File: src/hw/rtl/assert_macros.svh
// Concurrent check helpers, clocked on clk.
`ifndef ASSERT_MACROS_SVH
`define ASSERT_MACROS_SVH

// Checked outside reset only.
`define ASSERT_RST(label, prop, msg) \
	label: assert property (@(posedge clk) disable iff (!arst_n) (prop)) else $error(msg);

// Implication, checked outside reset only.
`define ASSERT_IMP(label, pre, post, msg) \
	label: assert property (@(posedge clk) disable iff (!arst_n) (pre) |-> (post)) \
		else $error(msg);

`endif

File: src/hw/rtl/lrt_pkg.sv
package lrt_pkg;

	localparam int KEY_W       = 32;
	localparam int CMD_W       = 3;
	localparam int CNT_W       = 5;
	localparam int STAT_W      = 2;
	localparam int ENT_W       = 5;
	localparam int MAX_RESULTS = 16;

	localparam logic [CMD_W-1:0] CMD_INSERT  = 3'd0;
	localparam logic [CMD_W-1:0] CMD_TOUCH   = 3'd1;
	localparam logic [CMD_W-1:0] CMD_LOOKUP  = 3'd2;
	localparam logic [CMD_W-1:0] CMD_COLLECT = 3'd3;
	localparam logic [CMD_W-1:0] CMD_SETBUSY = 3'd4;

	localparam logic [STAT_W-1:0] STAT_OK   = 2'd0;
	localparam logic [STAT_W-1:0] STAT_DUP  = 2'd1;
	localparam logic [STAT_W-1:0] STAT_MISS = 2'd2;
	localparam logic [STAT_W-1:0] STAT_FULL = 2'd3;

	typedef enum logic [2:0] {
		C_HOLD,
		C_CMP,
		C_INS,
		C_TOUCH,
		C_SETBUSY,
		C_POPFRONT
	} cell_op_t;

	typedef struct packed {
		cell_op_t op;
		logic     busy;
	} cell_ctl_t;

	typedef enum logic [2:0] {
		ST_IDLE,
		ST_CMP,
		ST_EXEC,
		ST_SCAN,
		ST_EMIT
	} st_t;

endpackage

File: src/hw/rtl/lrt_cell.sv
module lrt_cell #(
	parameter int KW    = 32,
	parameter int OCC_W = 5,
	parameter int IDX   = 0
) (
	input  logic              clk,
	input  logic              arst_n,
	input  lrt_pkg::cell_ctl_t ctl,
	input  logic [KW-1:0]     key,
	input  logic [OCC_W-1:0]  occ,
	input  logic [KW-1:0]     nb_key,
	input  logic              nb_busy,
	input  logic              rm_in,
	output logic              rm_out,
	output logic [KW-1:0]     key_q,
	output logic              busy_q,
	output logic              hit_q
);
	import lrt_pkg::*;

	localparam logic [OCC_W-1:0] ID = OCC_W'(IDX);

	logic valid;
	logic eq;
	logic is_ins;
	logic is_tail;
	logic rm_q;

	assign valid   = ID < occ;
	assign eq      = valid && (key_q == key);
	assign is_ins  = ID == occ;
	assign is_tail = ID == (occ - 1'b1);
	assign rm_out  = rm_in | eq;

	always_ff @(posedge clk) begin
		case (ctl.op)
			C_INS: begin
				if (is_ins) key_q <= key;
			end
			C_TOUCH: begin
				if (is_tail) key_q <= key;
				else if (rm_q) key_q <= nb_key;
			end
			C_POPFRONT: key_q <= nb_key;
			default: ;
		endcase
	end

	always_ff @(posedge clk or negedge arst_n) begin
		if (!arst_n) begin
			busy_q <= 1'b0;
			hit_q  <= 1'b0;
			rm_q   <= 1'b0;
		end else begin
			case (ctl.op)
				C_CMP: begin
					hit_q <= eq;
					rm_q  <= valid & (rm_in | eq);
				end
				C_INS: begin
					if (is_ins) busy_q <= ctl.busy;
				end
				C_TOUCH: begin
					if (is_tail) busy_q <= ctl.busy;
					else if (rm_q) busy_q <= nb_busy;
				end
				C_SETBUSY: begin
					if (hit_q) busy_q <= ctl.busy;
				end
				C_POPFRONT: busy_q <= nb_busy;
				default: ;
			endcase
		end
	end

endmodule

File: src/hw/rtl/lru_reuse_table_with_busy_skip.sv
// channel  dir  tdata                                        tuser                 tlast
// s_*      in   [31:0] key, [32] busy_req, [37:33] count     [2:0] cmd             -
// m_*      out  [31:0] out_key, [36:32] entries              [1:0] status, [2] hit last
// Insert, touch, lookup and set busy: accept, compare, execute, then the output register holds
// the result beat. Collect: accept, compare, then the scan of the r rounds, then one beat per
// evicted key; each round compares the oldest and newest busy flags of the cell chain.
// Reset clears occupancy and all busy flags at once; no clearing pass.
// m_tready low holds the result beat and stalls the sequencer; s_tready is high only when idle.
module lru_reuse_table_with_busy_skip #(
	parameter int CAPACITY = 16,
	parameter int KEY_BITS = 32
) (
	input  logic        clk,
	input  logic        arst_n,
	input  logic        s_tvalid,
	output logic        s_tready,
	input  logic [39:0] s_tdata,   // key, busy_req, count
	input  logic [2:0]  s_tuser,   // cmd
	output logic        m_tvalid,
	input  logic        m_tready,
	output logic [39:0] m_tdata,   // out_key, entries
	output logic [2:0]  m_tuser,   // status, hit
	output logic        m_tlast
);
	import lrt_pkg::*;

	localparam int KW    = (KEY_BITS < KEY_W) ? KEY_BITS : KEY_W;
	localparam int OCC_W = $clog2(CAPACITY + 1);
	localparam int IDX_W = $clog2(CAPACITY);

	st_t state_q, state_nx;

	logic [CMD_W-1:0]  cmd_q;
	logic [KW-1:0]     key_q;
	logic              busy_req_q;
	logic [CNT_W-1:0]  lim_q;
	logic [OCC_W-1:0]  occ_q;
	logic [OCC_W-1:0]  eocc_q;
	logic [OCC_W-1:0]  f_q;
	logic [OCC_W-1:0]  rem_q;
	logic [CNT_W-1:0]  n_q;

	logic              ovalid_q;
	logic [STAT_W-1:0] ostat_q;
	logic              ohit_q;
	logic [KEY_W-1:0]  okey_q;
	logic [ENT_W-1:0]  oent_q;
	logic              olast_q;

	cell_ctl_t         ctl;
	logic [KW-1:0]     keys  [CAPACITY];
	logic [CAPACITY-1:0] busy_v;
	logic [CAPACITY-1:0] hit_v;
	logic [CAPACITY:0]   rm_c;

	logic              accept;
	logic              ob_free;
	logic              beat_go;
	logic [STAT_W-1:0] b_stat;
	logic              b_hit;
	logic [KEY_W-1:0]  b_key;
	logic [ENT_W-1:0]  b_ent;
	logic              b_last;
	logic              occ_inc;
	logic              any_hit;
	logic              hit_busy;
	logic [OCC_W-1:0]  tail;
	logic [OCC_W-1:0]  bk;
	logic              scan_stop;
	logic              scan_front;
	logic              scan_back;
	logic [CNT_W-1:0]  cnt_in;

	assign rm_c[0] = 1'b0;

	for (genvar i = 0; i < CAPACITY; i++) begin : g_cell
		logic [KW-1:0] nb_key;
		logic          nb_busy;
		if (i == CAPACITY - 1) begin : g_end
			assign nb_key  = '0;
			assign nb_busy = 1'b0;
		end else begin : g_mid
			assign nb_key  = keys[i+1];
			assign nb_busy = busy_v[i+1];
		end
		lrt_cell #(
			.KW    (KW),
			.OCC_W (OCC_W),
			.IDX   (i)
		) u_cell (
			.clk     (clk),
			.arst_n  (arst_n),
			.ctl     (ctl),
			.key     (key_q),
			.occ     (occ_q),
			.nb_key  (nb_key),
			.nb_busy (nb_busy),
			.rm_in   (rm_c[i]),
			.rm_out  (rm_c[i+1]),
			.key_q   (keys[i]),
			.busy_q  (busy_v[i]),
			.hit_q   (hit_v[i])
		);
	end

	assign accept   = s_tvalid & s_tready;
	assign ob_free  = ~ovalid_q | m_tready;
	assign any_hit  = |hit_v;
	assign hit_busy = |(hit_v & busy_v);
	assign tail     = occ_q - 1'b1;
	assign bk       = f_q + rem_q - 1'b1;
	assign cnt_in   = s_tdata[KEY_W+1 +: CNT_W];

	assign scan_stop  = (rem_q == '0) || (n_q == lim_q) ||
		(busy_v[f_q[IDX_W-1:0]] && busy_v[bk[IDX_W-1:0]]);
	assign scan_front = !scan_stop && !busy_v[f_q[IDX_W-1:0]];
	assign scan_back  = !scan_stop && busy_v[f_q[IDX_W-1:0]];

	always_comb begin
		state_nx = state_q;
		unique case (state_q)
			ST_IDLE: if (accept) state_nx = ST_CMP;
			ST_CMP:  state_nx = (cmd_q == CMD_COLLECT) ? ST_SCAN : ST_EXEC;
			ST_EXEC: if (ob_free) state_nx = ST_IDLE;
			ST_SCAN: if (scan_stop) state_nx = ST_EMIT;
			ST_EMIT: if (ob_free && (n_q <= CNT_W'(1))) state_nx = ST_IDLE;
			default: state_nx = ST_IDLE;
		endcase
	end

	always_comb begin
		s_tready = 1'b0;
		ctl      = '{op: C_HOLD, busy: 1'b0};
		beat_go  = 1'b0;
		b_stat   = STAT_OK;
		b_hit    = 1'b0;
		b_key    = '0;
		b_ent    = ENT_W'(occ_q);
		b_last   = 1'b1;
		occ_inc  = 1'b0;
		unique case (state_q)
			ST_IDLE: s_tready = 1'b1;
			ST_CMP:  ctl.op = C_CMP;
			ST_EXEC: begin
				beat_go = ob_free;
				unique case (cmd_q)
					CMD_INSERT: begin
						if (any_hit) begin
							b_stat = STAT_DUP;
						end else if (occ_q == OCC_W'(CAPACITY)) begin
							b_stat = STAT_FULL;
						end else begin
							occ_inc = ob_free;
							b_ent   = ENT_W'(occ_q + 1'b1);
							if (ob_free) ctl = '{op: C_INS, busy: busy_req_q};
						end
					end
					CMD_TOUCH: begin
						if (!any_hit) b_stat = STAT_MISS;
						else if (ob_free) ctl = '{op: C_TOUCH, busy: hit_busy};
					end
					CMD_LOOKUP: begin
						b_hit = any_hit;
						b_key = KEY_W'(key_q);
					end
					CMD_SETBUSY: begin
						if (!any_hit) b_stat = STAT_MISS;
						else if (ob_free) ctl = '{op: C_SETBUSY, busy: busy_req_q};
					end
					default: ;
				endcase
			end
			ST_SCAN: ;
			ST_EMIT: begin
				beat_go = ob_free;
				b_ent   = ENT_W'(eocc_q);
				if (n_q != '0) begin
					b_hit  = 1'b1;
					b_last = n_q == CNT_W'(1);
					if (!busy_v[0]) begin
						b_key = KEY_W'(keys[0]);
						if (ob_free) ctl.op = C_POPFRONT;
					end else begin
						b_key = KEY_W'(keys[tail[IDX_W-1:0]]);
					end
				end
			end
			default: ;
		endcase
	end

	always_ff @(posedge clk or negedge arst_n) begin
		if (!arst_n) begin
			state_q  <= ST_IDLE;
			occ_q    <= '0;
			ovalid_q <= 1'b0;
			n_q      <= '0;
			f_q      <= '0;
			rem_q    <= '0;
			eocc_q   <= '0;
		end else begin
			state_q <= state_nx;
			if (beat_go) ovalid_q <= 1'b1;
			else if (m_tready) ovalid_q <= 1'b0;
			if (accept) begin
				f_q   <= '0;
				rem_q <= occ_q;
				n_q   <= '0;
			end
			if (state_q == ST_SCAN) begin
				if (scan_front) begin
					f_q   <= f_q + 1'b1;
					rem_q <= rem_q - 1'b1;
					n_q   <= n_q + 1'b1;
				end else if (scan_back) begin
					rem_q <= rem_q - 1'b1;
					n_q   <= n_q + 1'b1;
				end else begin
					eocc_q <= occ_q - OCC_W'(n_q);
				end
			end
			if (occ_inc) occ_q <= occ_q + 1'b1;
			if (state_q == ST_EMIT && beat_go && n_q != '0) begin
				occ_q <= occ_q - 1'b1;
				n_q   <= n_q - 1'b1;
			end
		end
	end

	always_ff @(posedge clk) begin
		if (accept) begin
			cmd_q      <= s_tuser;
			key_q      <= s_tdata[KW-1:0];
			busy_req_q <= s_tdata[KEY_W];
			lim_q      <= (cnt_in > CNT_W'(MAX_RESULTS)) ? CNT_W'(MAX_RESULTS) : cnt_in;
		end
		if (beat_go) begin
			ostat_q <= b_stat;
			ohit_q  <= b_hit;
			okey_q  <= b_key;
			oent_q  <= b_ent;
			olast_q <= b_last;
		end
	end

	assign m_tvalid = ovalid_q;
	assign m_tdata  = {3'b000, oent_q, okey_q};
	assign m_tuser  = {ohit_q, ostat_q};
	assign m_tlast  = olast_q;

`include "assert_macros.svh"

	`ASSERT_RST(a_occ_cap, occ_q <= OCC_W'(CAPACITY), "occupancy above capacity")
	`ASSERT_IMP(a_hit_unique, state_q == ST_EXEC, $onehot0(hit_v), "key held in two cells")
	`ASSERT_IMP(a_scan_lim, state_q == ST_SCAN, n_q <= lim_q, "collect rounds above limit")
	`ASSERT_IMP(a_emit_occ, state_q == ST_EMIT && n_q != '0, occ_q != '0,
		"evict from empty table")
	`ASSERT_IMP(a_beat_free, beat_go, !ovalid_q || m_tready, "result beat overwritten")

endmodule
File: config.mk
export PLATFORM = sky130hd
export DESIGN_NAME = lru_reuse_table_with_busy_skip
export DESIGN_NICKNAME = d
export VERILOG_FILES = /design/src/hw/rtl/lrt_pkg.sv /design/src/hw/rtl/lrt_cell.sv /design/src/hw/rtl/lru_reuse_table_with_busy_skip.sv
export VERILOG_INCLUDE_DIRS = /design/src /design/src/hw/rtl
export SDC_FILE = /design/constraint.sdc
export NUM_CORES = 2
export LEC_CHECK = 0
export BUFFER_PORTS_ARGS = -buffer_cell sky130_fd_sc_hd__buf_2
export CORE_ASPECT_RATIO = 0.75
export CORE_UTILIZATION = 58
export CTS_CLUSTER_DIAMETER = 60
export DETAILED_ROUTE_END_ITERATION = 10
export PLACE_DENSITY = 0.87
export SLEW_MARGIN = 15
export SYNTH_ARGS = -nofsm -noshare
export SYNTH_HDL_FRONTEND = slang
export SYNTH_SLANG_ARGS = --single-unit
File: constraint.sdc
create_clock -name clk -period 5.85 [get_ports clk]
set_input_delay 0.585 -clock clk [delete_from_list [all_inputs] [get_ports clk]]
set_output_delay 0.585 -clock clk [all_outputs]
set_load 0.005 [all_outputs]
==> After elaboration in Yosys (flattened, before gate mapping) <==
Index checks and enable logic that the tools add are counted.
{ "word_totals": {"reg_bits": 671, "latch_bits": 0, "ramBits": 0, "romBits": 0, "wordCells": 544, "mem_count": 0} }
{ "op_classes": {"n_addsub": 9, "multipliers": 0, "div_mod_pow": 0, "n_lt_le_gt_ge": 21, "n_eq_ne": 114, "shifts": 0, "muxes": 207, "bitwise_logic": 38, "reduce_logical": 75} }
{ "op_table": {"columns": ["op", "count"], "rows": [
  ["32-bit 2-to-1 mux", 53],
  ["32-bit one-hot mux with 3 select lines", 16],
  ["32-bit == test", 16],
  ["32-bit binary-select mux with 4-bit select", 1],
  ["5-bit 2-to-1 mux", 17],
  ["4-bit by 5-bit == test with 1-bit output (first input constant)", 16],
  ["1-bit 2-to-1 mux", 78],
  ["4-bit AND reduction", 17],
  ["2-bit by 1-bit != test with 1-bit output (second input constant)", 32],
  ["1-bit one-hot mux with 4 select lines", 16],
  ["32-bit one-hot mux with 2 select lines", 1],
  ["3-bit AND reduction", 17],
  ["3-bit by 1-bit != test with 1-bit output (second input constant)", 16],
  ["3-bit by 5-bit == test with 1-bit output (first input constant)", 8],
  ["4-bit by 5-bit less-than comparator with 1-bit output (first input constant)", 8],
  ["3-bit 2-to-1 mux", 12],
  ["16-bit OR reduction", 2],
  ["1-bit logical AND", 22],
  ["2-bit by 5-bit == test with 1-bit output (first input constant)", 4],
  ["3-bit by 5-bit less-than comparator with 1-bit output (first input constant)", 4],
  ["3-bit by 2-bit == test with 1-bit output (second input constant)", 6],
  ["1-bit AND", 17],
  ["16-bit AND", 1],
  ["1-bit bitwise OR", 16],
  ["other kinds (39)", 68]
]} }

==> Depth between registers and ports, before layout <==
{ "depth": {"word_depth": 18, "mapped_depth": 15} }

==> By module <==
A second synthesis with hierarchy kept.
{ "unflattened": {"cells_unflattened": 3161, "hier_area_um2": 42178.0} }
{ "by_module_without_submodules": {"columns": ["mod", "instances", "cells_each", "area_per_inst_um2"], "rows": [
  ["lru_reuse_table_with_busy_skip", 1, 811, 9952.0],
  ["lrt_cell (g_cell[14].u_cell)", 1, 152, 2157.1],
  ["lrt_cell (g_cell[10].u_cell)", 1, 144, 2097.0],
  ["lrt_cell (g_cell[12].u_cell)", 1, 154, 2058.2],
  ["lrt_cell (g_cell[4].u_cell)", 1, 155, 2057.0],
  ["lrt_cell (g_cell[8].u_cell)", 1, 153, 2050.7],
  ["lrt_cell (g_cell[5].u_cell)", 1, 142, 2039.5],
  ["lrt_cell (g_cell[2].u_cell)", 1, 145, 2015.7],
  ["lrt_cell (g_cell[9].u_cell)", 1, 149, 2003.2],
  ["lrt_cell (g_cell[1].u_cell)", 1, 144, 1990.7],
  ["lrt_cell (g_cell[13].u_cell)", 1, 148, 1989.4],
  ["lrt_cell (g_cell[0].u_cell)", 1, 145, 1985.7],
  ["lrt_cell (g_cell[7].u_cell)", 1, 148, 1980.6],
  ["lrt_cell (g_cell[6].u_cell)", 1, 148, 1971.9],
  ["+3 rows", null, null, null]
]} }

==> Least setup slack after synthesis <==
OpenSTA, ideal clock, no wires.
{ "synth_path": {"kind": "register to register", "from": "register occ_q[0]", "to": "register g_cell[14].u_cell.key_q[0] (enable)", "arrival_ps": 4190, "required_ps": 5426, "slack_ps": 1236, "path_stages_with_launch": 13, "period_less_slack_ps": 4614, "cell_sequence": "dfrtp_1 clkbuf_1 buf_2 buf_2 buf_1 inv_1 ha_1 nor3b_1 xnor2_1 and2_1 a21oi_1 a2bb2oi_1 nor2b_1"} }
{ "synth_via": {"elab_chain_cells": 8, "elab_cells_between_ends": 15, "cone_classes": "add/sub (1); eq/ne (8); mux (4); reduce/logical (2)"} }
{ "synth_rtl": {"columns": ["item", "line_no", "rtl"], "rows": [
  ["start, declared", "lru_reuse_table_with_busy_skip.sv:37", "logic [OCC_W-1:0] occ_q;"],
  ["start signal, assigned", "lru_reuse_table_with_busy_skip.sv:222", "if (occ_inc) occ_q <= occ_q + 1'b1;"],
  ["start signal, assigned", "lru_reuse_table_with_busy_skip.sv:224", "occ_q <= occ_q - 1'b1;"],
  ["5-bit == test", "lru_reuse_table_with_busy_skip.sv:150", "end else if (occ_q == OCC_W'(CAPACITY)) begin"],
  ["3-bit 2-to-1 mux", "lru_reuse_table_with_busy_skip.sv:150", null],
  ["3-bit 2-to-1 mux", "lru_reuse_table_with_busy_skip.sv:148", "if (any_hit) begin"],
  ["4-bit one-hot mux with 3 select lines", "lru_reuse_table_with_busy_skip.sv:146", "unique case (cmd_q)"],
  ["3-bit one-hot mux with 3 select lines", "lru_reuse_table_with_busy_skip.sv:141", "unique case (state_q)"],
  ["3-bit by 2-bit == test with 1-bit output / 3-bit == test (equally long branches)", "lrt_cell.sv:36", "case (ctl.op)"],
  ["3-bit by 1-bit != test with 1-bit output (no source line), or another cell as far along", null, null],
  ["3-bit AND reduction (no source line) (*)", null, null],
  ["end signal, assigned", "lrt_cell.sv:38", "if (is_ins) key_q <= key;"],
  ["end signal, assigned", "lrt_cell.sv:41", "if (is_tail) key_q <= key;"],
  ["end signal, assigned", "lrt_cell.sv:42", "else if (rm_q) key_q <= nb_key;"],
  ["end, declared", "lrt_cell.sv:15", "output logic [KW-1:0] key_q,"]
]} }
Every way passes the cells marked *; elsewhere a longest branch is shown, timed or not.
A chain may end at the register's enable or synchronous reset.

==> Worst setup path in the final report <==
{ "layout_path": {"from": "register occ_q[0]", "to": "register g_cell[6].u_cell.key_q[16] (data pin)"} }
{ "layout_via": {"elab_chain_cells": 7, "elab_cells_between_ends": 12, "cone_classes": "add/sub (1); eq/ne (5); mux (6)"} }
{ "layout_rtl": {"columns": ["item", "line_no"], "rows": [
  ["5-bit == test", "lru_reuse_table_with_busy_skip.sv:150"],
  ["3-bit 2-to-1 mux", "lru_reuse_table_with_busy_skip.sv:150"],
  ["3-bit 2-to-1 mux", "lru_reuse_table_with_busy_skip.sv:148"],
  ["4-bit one-hot mux with 3 select lines", "lru_reuse_table_with_busy_skip.sv:146"],
  ["3-bit one-hot mux with 3 select lines", "lru_reuse_table_with_busy_skip.sv:141"],
  ["3-bit == test / 3-bit by 2-bit == test with 1-bit output (equally long branches)", "lrt_cell.sv:36"],
  ["32-bit one-hot mux with 3 select lines (*)", "lrt_cell.sv:36"],
  ["end signal, assigned", "lrt_cell.sv:38"],
  ["end signal, assigned", "lrt_cell.sv:41"],
  ["end signal, assigned", "lrt_cell.sv:42"],
  ["end, declared", "lrt_cell.sv:15"]
]} }
Marks and branches as above.

==> impl_metrics.yaml <==
grt:
  grt_pass1_vias: 27900
  grt.overflow.total: 0
  antenna_found_initial: 7
  grt_max_degree: 85
  grt_pass1_wl_mm: 213
  grt_use_total: 0.426
power:
  p_leak_nw: 14.6
  power_mw: 20.1
  seq_power_share: 0.332
  p_comb_frac: 0.429
  pwr-share-clk: 0.240
  switching_share: 0.387
  p_switching_mw: 7.80
  p_per_area_nw_per_um2: 446
  vdd_drop_max_mv: 0.342
  p_int_mw: 12.3
synthesis:
  synthCells: 3153
  yosysUniqueCellTypes: 81
  ys_seq_area_frac: 0.479
  synth_seq_cells: 670
  syn_area_per_cell_sq_um: 13.1
  synth-edff-count: 594
  synth_warnings: 0
  syn_area_sq_um: 41200
  async_flop_share: 0.113
  synthFlopType: "edfxtp_1"
setup_path:
  worstSetupPathType: "reg2reg"
  worstReg2RegStart: "occ_q[0]$_DFFE_PN0P_"
  crit_chain: "buf_4, nor3_1, xnor2_1, nand2b_1, o21ai_0, and2_2, buf_12, mux2_2"
  worstSetupEndpointType: "flop"
  critPathArrivalTime_ns: 4.60
  regToRegSetupSlack_ns: 1.64
  max_stage_delay_ns: 0.72
  cp_max_fo: 40
  slowest_stage: "and2_2"
  path_buf_inv: 2
  cp.required_ns: 6.24
  r2r-end: "g_cell[6].u_cell.key_q[16]$_DFFE_PP_"
  critical_path.top_delay_family: "simple AND/OR/NAND/NOR gates"
  start_kind: "flop"
  ff2ff_path_depth: 8
routing:
  dr.first_iter.drc_count: 5607
  drcViolationCount: 0
  drt.antenna.violating_nets: 0
  wl_met1_mm: 56.9
  dr.max_layer_used: "met5"
  drt-pass1-iter-count: 6
  wire_per_inst_microns: 36.8
  drt_wl_total_mm: 153
  wl_met3_mm: 29.9
  num_vias: 30300
  wl_met2_mm: 59.3
  via_per_inst: 7.30
timing:
  slew_headroom: 0.209
  fin_tns_setup_ns: 0
  min_period_over_period: 0.720
  max_freq_mhz: 238
  clock_skew_ns: 0.0354
  hold_violations: 0
  max_slew.worst_pin.slew_ns: 1.17
  period_minus_slack_ns: 4.21
  slew_violations: 0
  fin_ws_ns: 1.64
  rsz0062_at_grt: "false"
  setup_viol: 0
placed_design:
  dp.cells: 4026
  gp_congestion: 1.09
  hpwl_mm: 114
  dp_slack_ns: 1.76
  portBuffers: 87
floorplanning:
  start_util: 0.587
  die_x_microns: 310
  die_h_microns: 233
  dieArea_sq_um: 72100
  core-area_sq_um: 70200
  fp-row-count: 84
  io_pins: 93
cts:
  post_cts_resized: 0
  holdBufCountCts: 1
  clk_pin_slew_worst_paths_ns: 0.07
  cts-buffers-inserted: 71
  cts_root_buffer: "clkbuf_16"
  cts_buffer_depth: 3
  cts.sinks: 670
  cts_tree: "built"
  htreeDepth: 3
  post_cts_buffers: 0
  clock_latency_ns: 0.65
final_layout:
  stdcell_count: 4152
  drive_above_1_share: 0.325
  final_core_util: 0.643
  final_nets: 3222
  layout_commonest_cell: "edfxtp_1"
  num-fill-cells: 5191
  mostFrequentLayoutCells: "edfxtp_1, xnor2_1, mux2_2"
  area_growth_pct: 9.62
hold_path:
  hold_path.class: "in2reg"
  hp-start: "s_tdata[9]"
  min_to: "key_q[9]$_DFFE_PP_"
  whs_path_depth: 1
status:
  status: "finished clean"
job:
  maxCapViolations: 0
[metal layers]
layer,track usage,up-vias
li1,-,12000
met1,0.591,15200
met2,0.548,2768
met3,0.243,349
met4,0.150,12
met5,0,-
[Yosys cell counts (8+ instances only)]
| cell | instances | area, sq um |
|---|---|---|
| inv_1 | 35 | 131 |
| o31ai_1 | 15 | 113 |
| o22ai_1 | 17 | 106 |
| mux4_2 | 170 | 3830 |
| mux2_2 | 490 | 5520 |
| edfxtp_1 | 594 | 17800 |
| clkbuf_1 | 147 | 552 |
| nor2_1 | 93 | 349 |
| buf_2 | 99 | 495 |
| a31oi_1 | 10 | 62.6 |
| a21oi_1 | 32 | 160 |
| nor2b_1 | 41 | 257 |
| xor2_1 | 20 | 175 |
| and2_1 | 13 | 81.3 |
| xnor2_1 | 513 | 4490 |
| buf_4 | 8 | 60.1 |
| nand3_1 | 40 | 200 |
| nand2_1 | 131 | 492 |
| nand4_1 | 213 | 1330 |
| ha_1 | 19 | 238 |
| dfrtp_1 | 76 | 1900 |
| o21ai_0 | 86 | 430 |
| a21o_1 | 9 | 67.6 |
| nand2b_1 | 11 | 68.8 |
| mux2i_1 | 46 | 460 |
| nor3_1 | 38 | 190 |
| buf_1 | 12 | 45.0 |
| nor4_1 | 48 | 300 |
[per-stage QoR]
step | cell area, sq um | hold WS, ns
after floorplan | 41200 | 0.289
after global placement | 42800 | 0.425
after detailed placement | 42800 | 0.426
after CTS | 45200 | 0.106
after global routing | 45200 | 0.109
final | 45200 | 0.110
[worst register-to-register path, cell delays in order (launching register included)]
cell and delay [ns]:
dfrtp_4 0.70, buf_4 0.66, nor3_1 0.31, xnor2_1 0.46
nand2b_1 0.17, o21ai_0 0.28, and2_2 0.72, buf_12 0.28
mux2_2 0.38
[logic make-up (layout without fill, tap and decap cells)]
logic type               after synthesis  in the layout  synth area share
flip-flops                           670            670             0.479
other                                  1              4         0.0000910
multiplexers                         713            713             0.241
AO/OA/AOI/OAI                        219            219            0.0336
adder cells (fa/ha/maj)               21             21           0.00674
XOR/XNOR                             534            534             0.114
buffers and inverters                305            355            0.0325
AND/OR/NAND/NOR                      690            690            0.0938
[area by class of cell]
cell class | instances | area [sq um] | area share
Clock buffer | 85 | 1880 | 0.0417
Tap cell | 946 | 1180 | 0.0262
Multi-Input combinational cell | 2180 | 20400 | 0.451
Timing Repair Buffer | 196 | 1350 | 0.0298
Inverter | 35 | 131 | 0.00291
Antenna cell | 1 | 2.50 | 0.0000554
Clock inverter | 39 | 499 | 0.0111
Sequential cell | 670 | 19700 | 0.437
[power groups by stage]
stage	clock network (mW)	registers, mW	logic, mW
after floorplan	0	6.37	5.57
after global placement	0	6.72	8.10
after detailed placement	0	6.74	8.23
after CTS	4.80	6.65	8.29
after global routing	4.96	6.71	8.80
final	4.83	6.68	8.64
[state kept, by name, summed over array words and instances (netlist names), 2 cells and up]
| register | count |
|---|---|
| oent_q | 5 |
| g_cell.u_cell.key_q | 512 |
| g_cell.u_cell.hit_q | 16 |
| ostat_q | 2 |
| f_q | 4 |
| g_cell.u_cell.rm_q | 16 |
| rem_q | 5 |
| okey_q | 32 |
| eocc_q | 5 |
| key_q | 32 |
| lim_q | 5 |
| cmd_q | 3 |
| n_q | 5 |
| g_cell.u_cell.busy_q | 16 |
| occ_q | 5 |
| state_q | 3 |
[worst max-delay path by stage]
stage,start,to,slack (ns),cells after the start
global placement,occ_q[0]$_DFFE_PN0P_,g_cell[2].u_cell.key_q[16]$_DFFE_PP_,1.82,9
global route,occ_q[0]$_DFFE_PN0P_,g_cell[6].u_cell.key_q[18]$_DFFE_PP_,1.48,8
detailed placement,occ_q[0]$_DFFE_PN0P_,g_cell[6].u_cell.key_q[18]$_DFFE_PP_,1.76,8
CTS,occ_q[0]$_DFFE_PN0P_,g_cell[2].u_cell.key_q[21]$_DFFE_PP_,1.76,9
finish,occ_q[0]$_DFFE_PN0P_,g_cell[6].u_cell.key_q[16]$_DFFE_PP_,1.64,8
floorplan,occ_q[0]$_DFFE_PN0P_,g_cell[14].u_cell.key_q[0]$_DFFE_PP_,1.24,12
(Power assumes the default switching activity.)
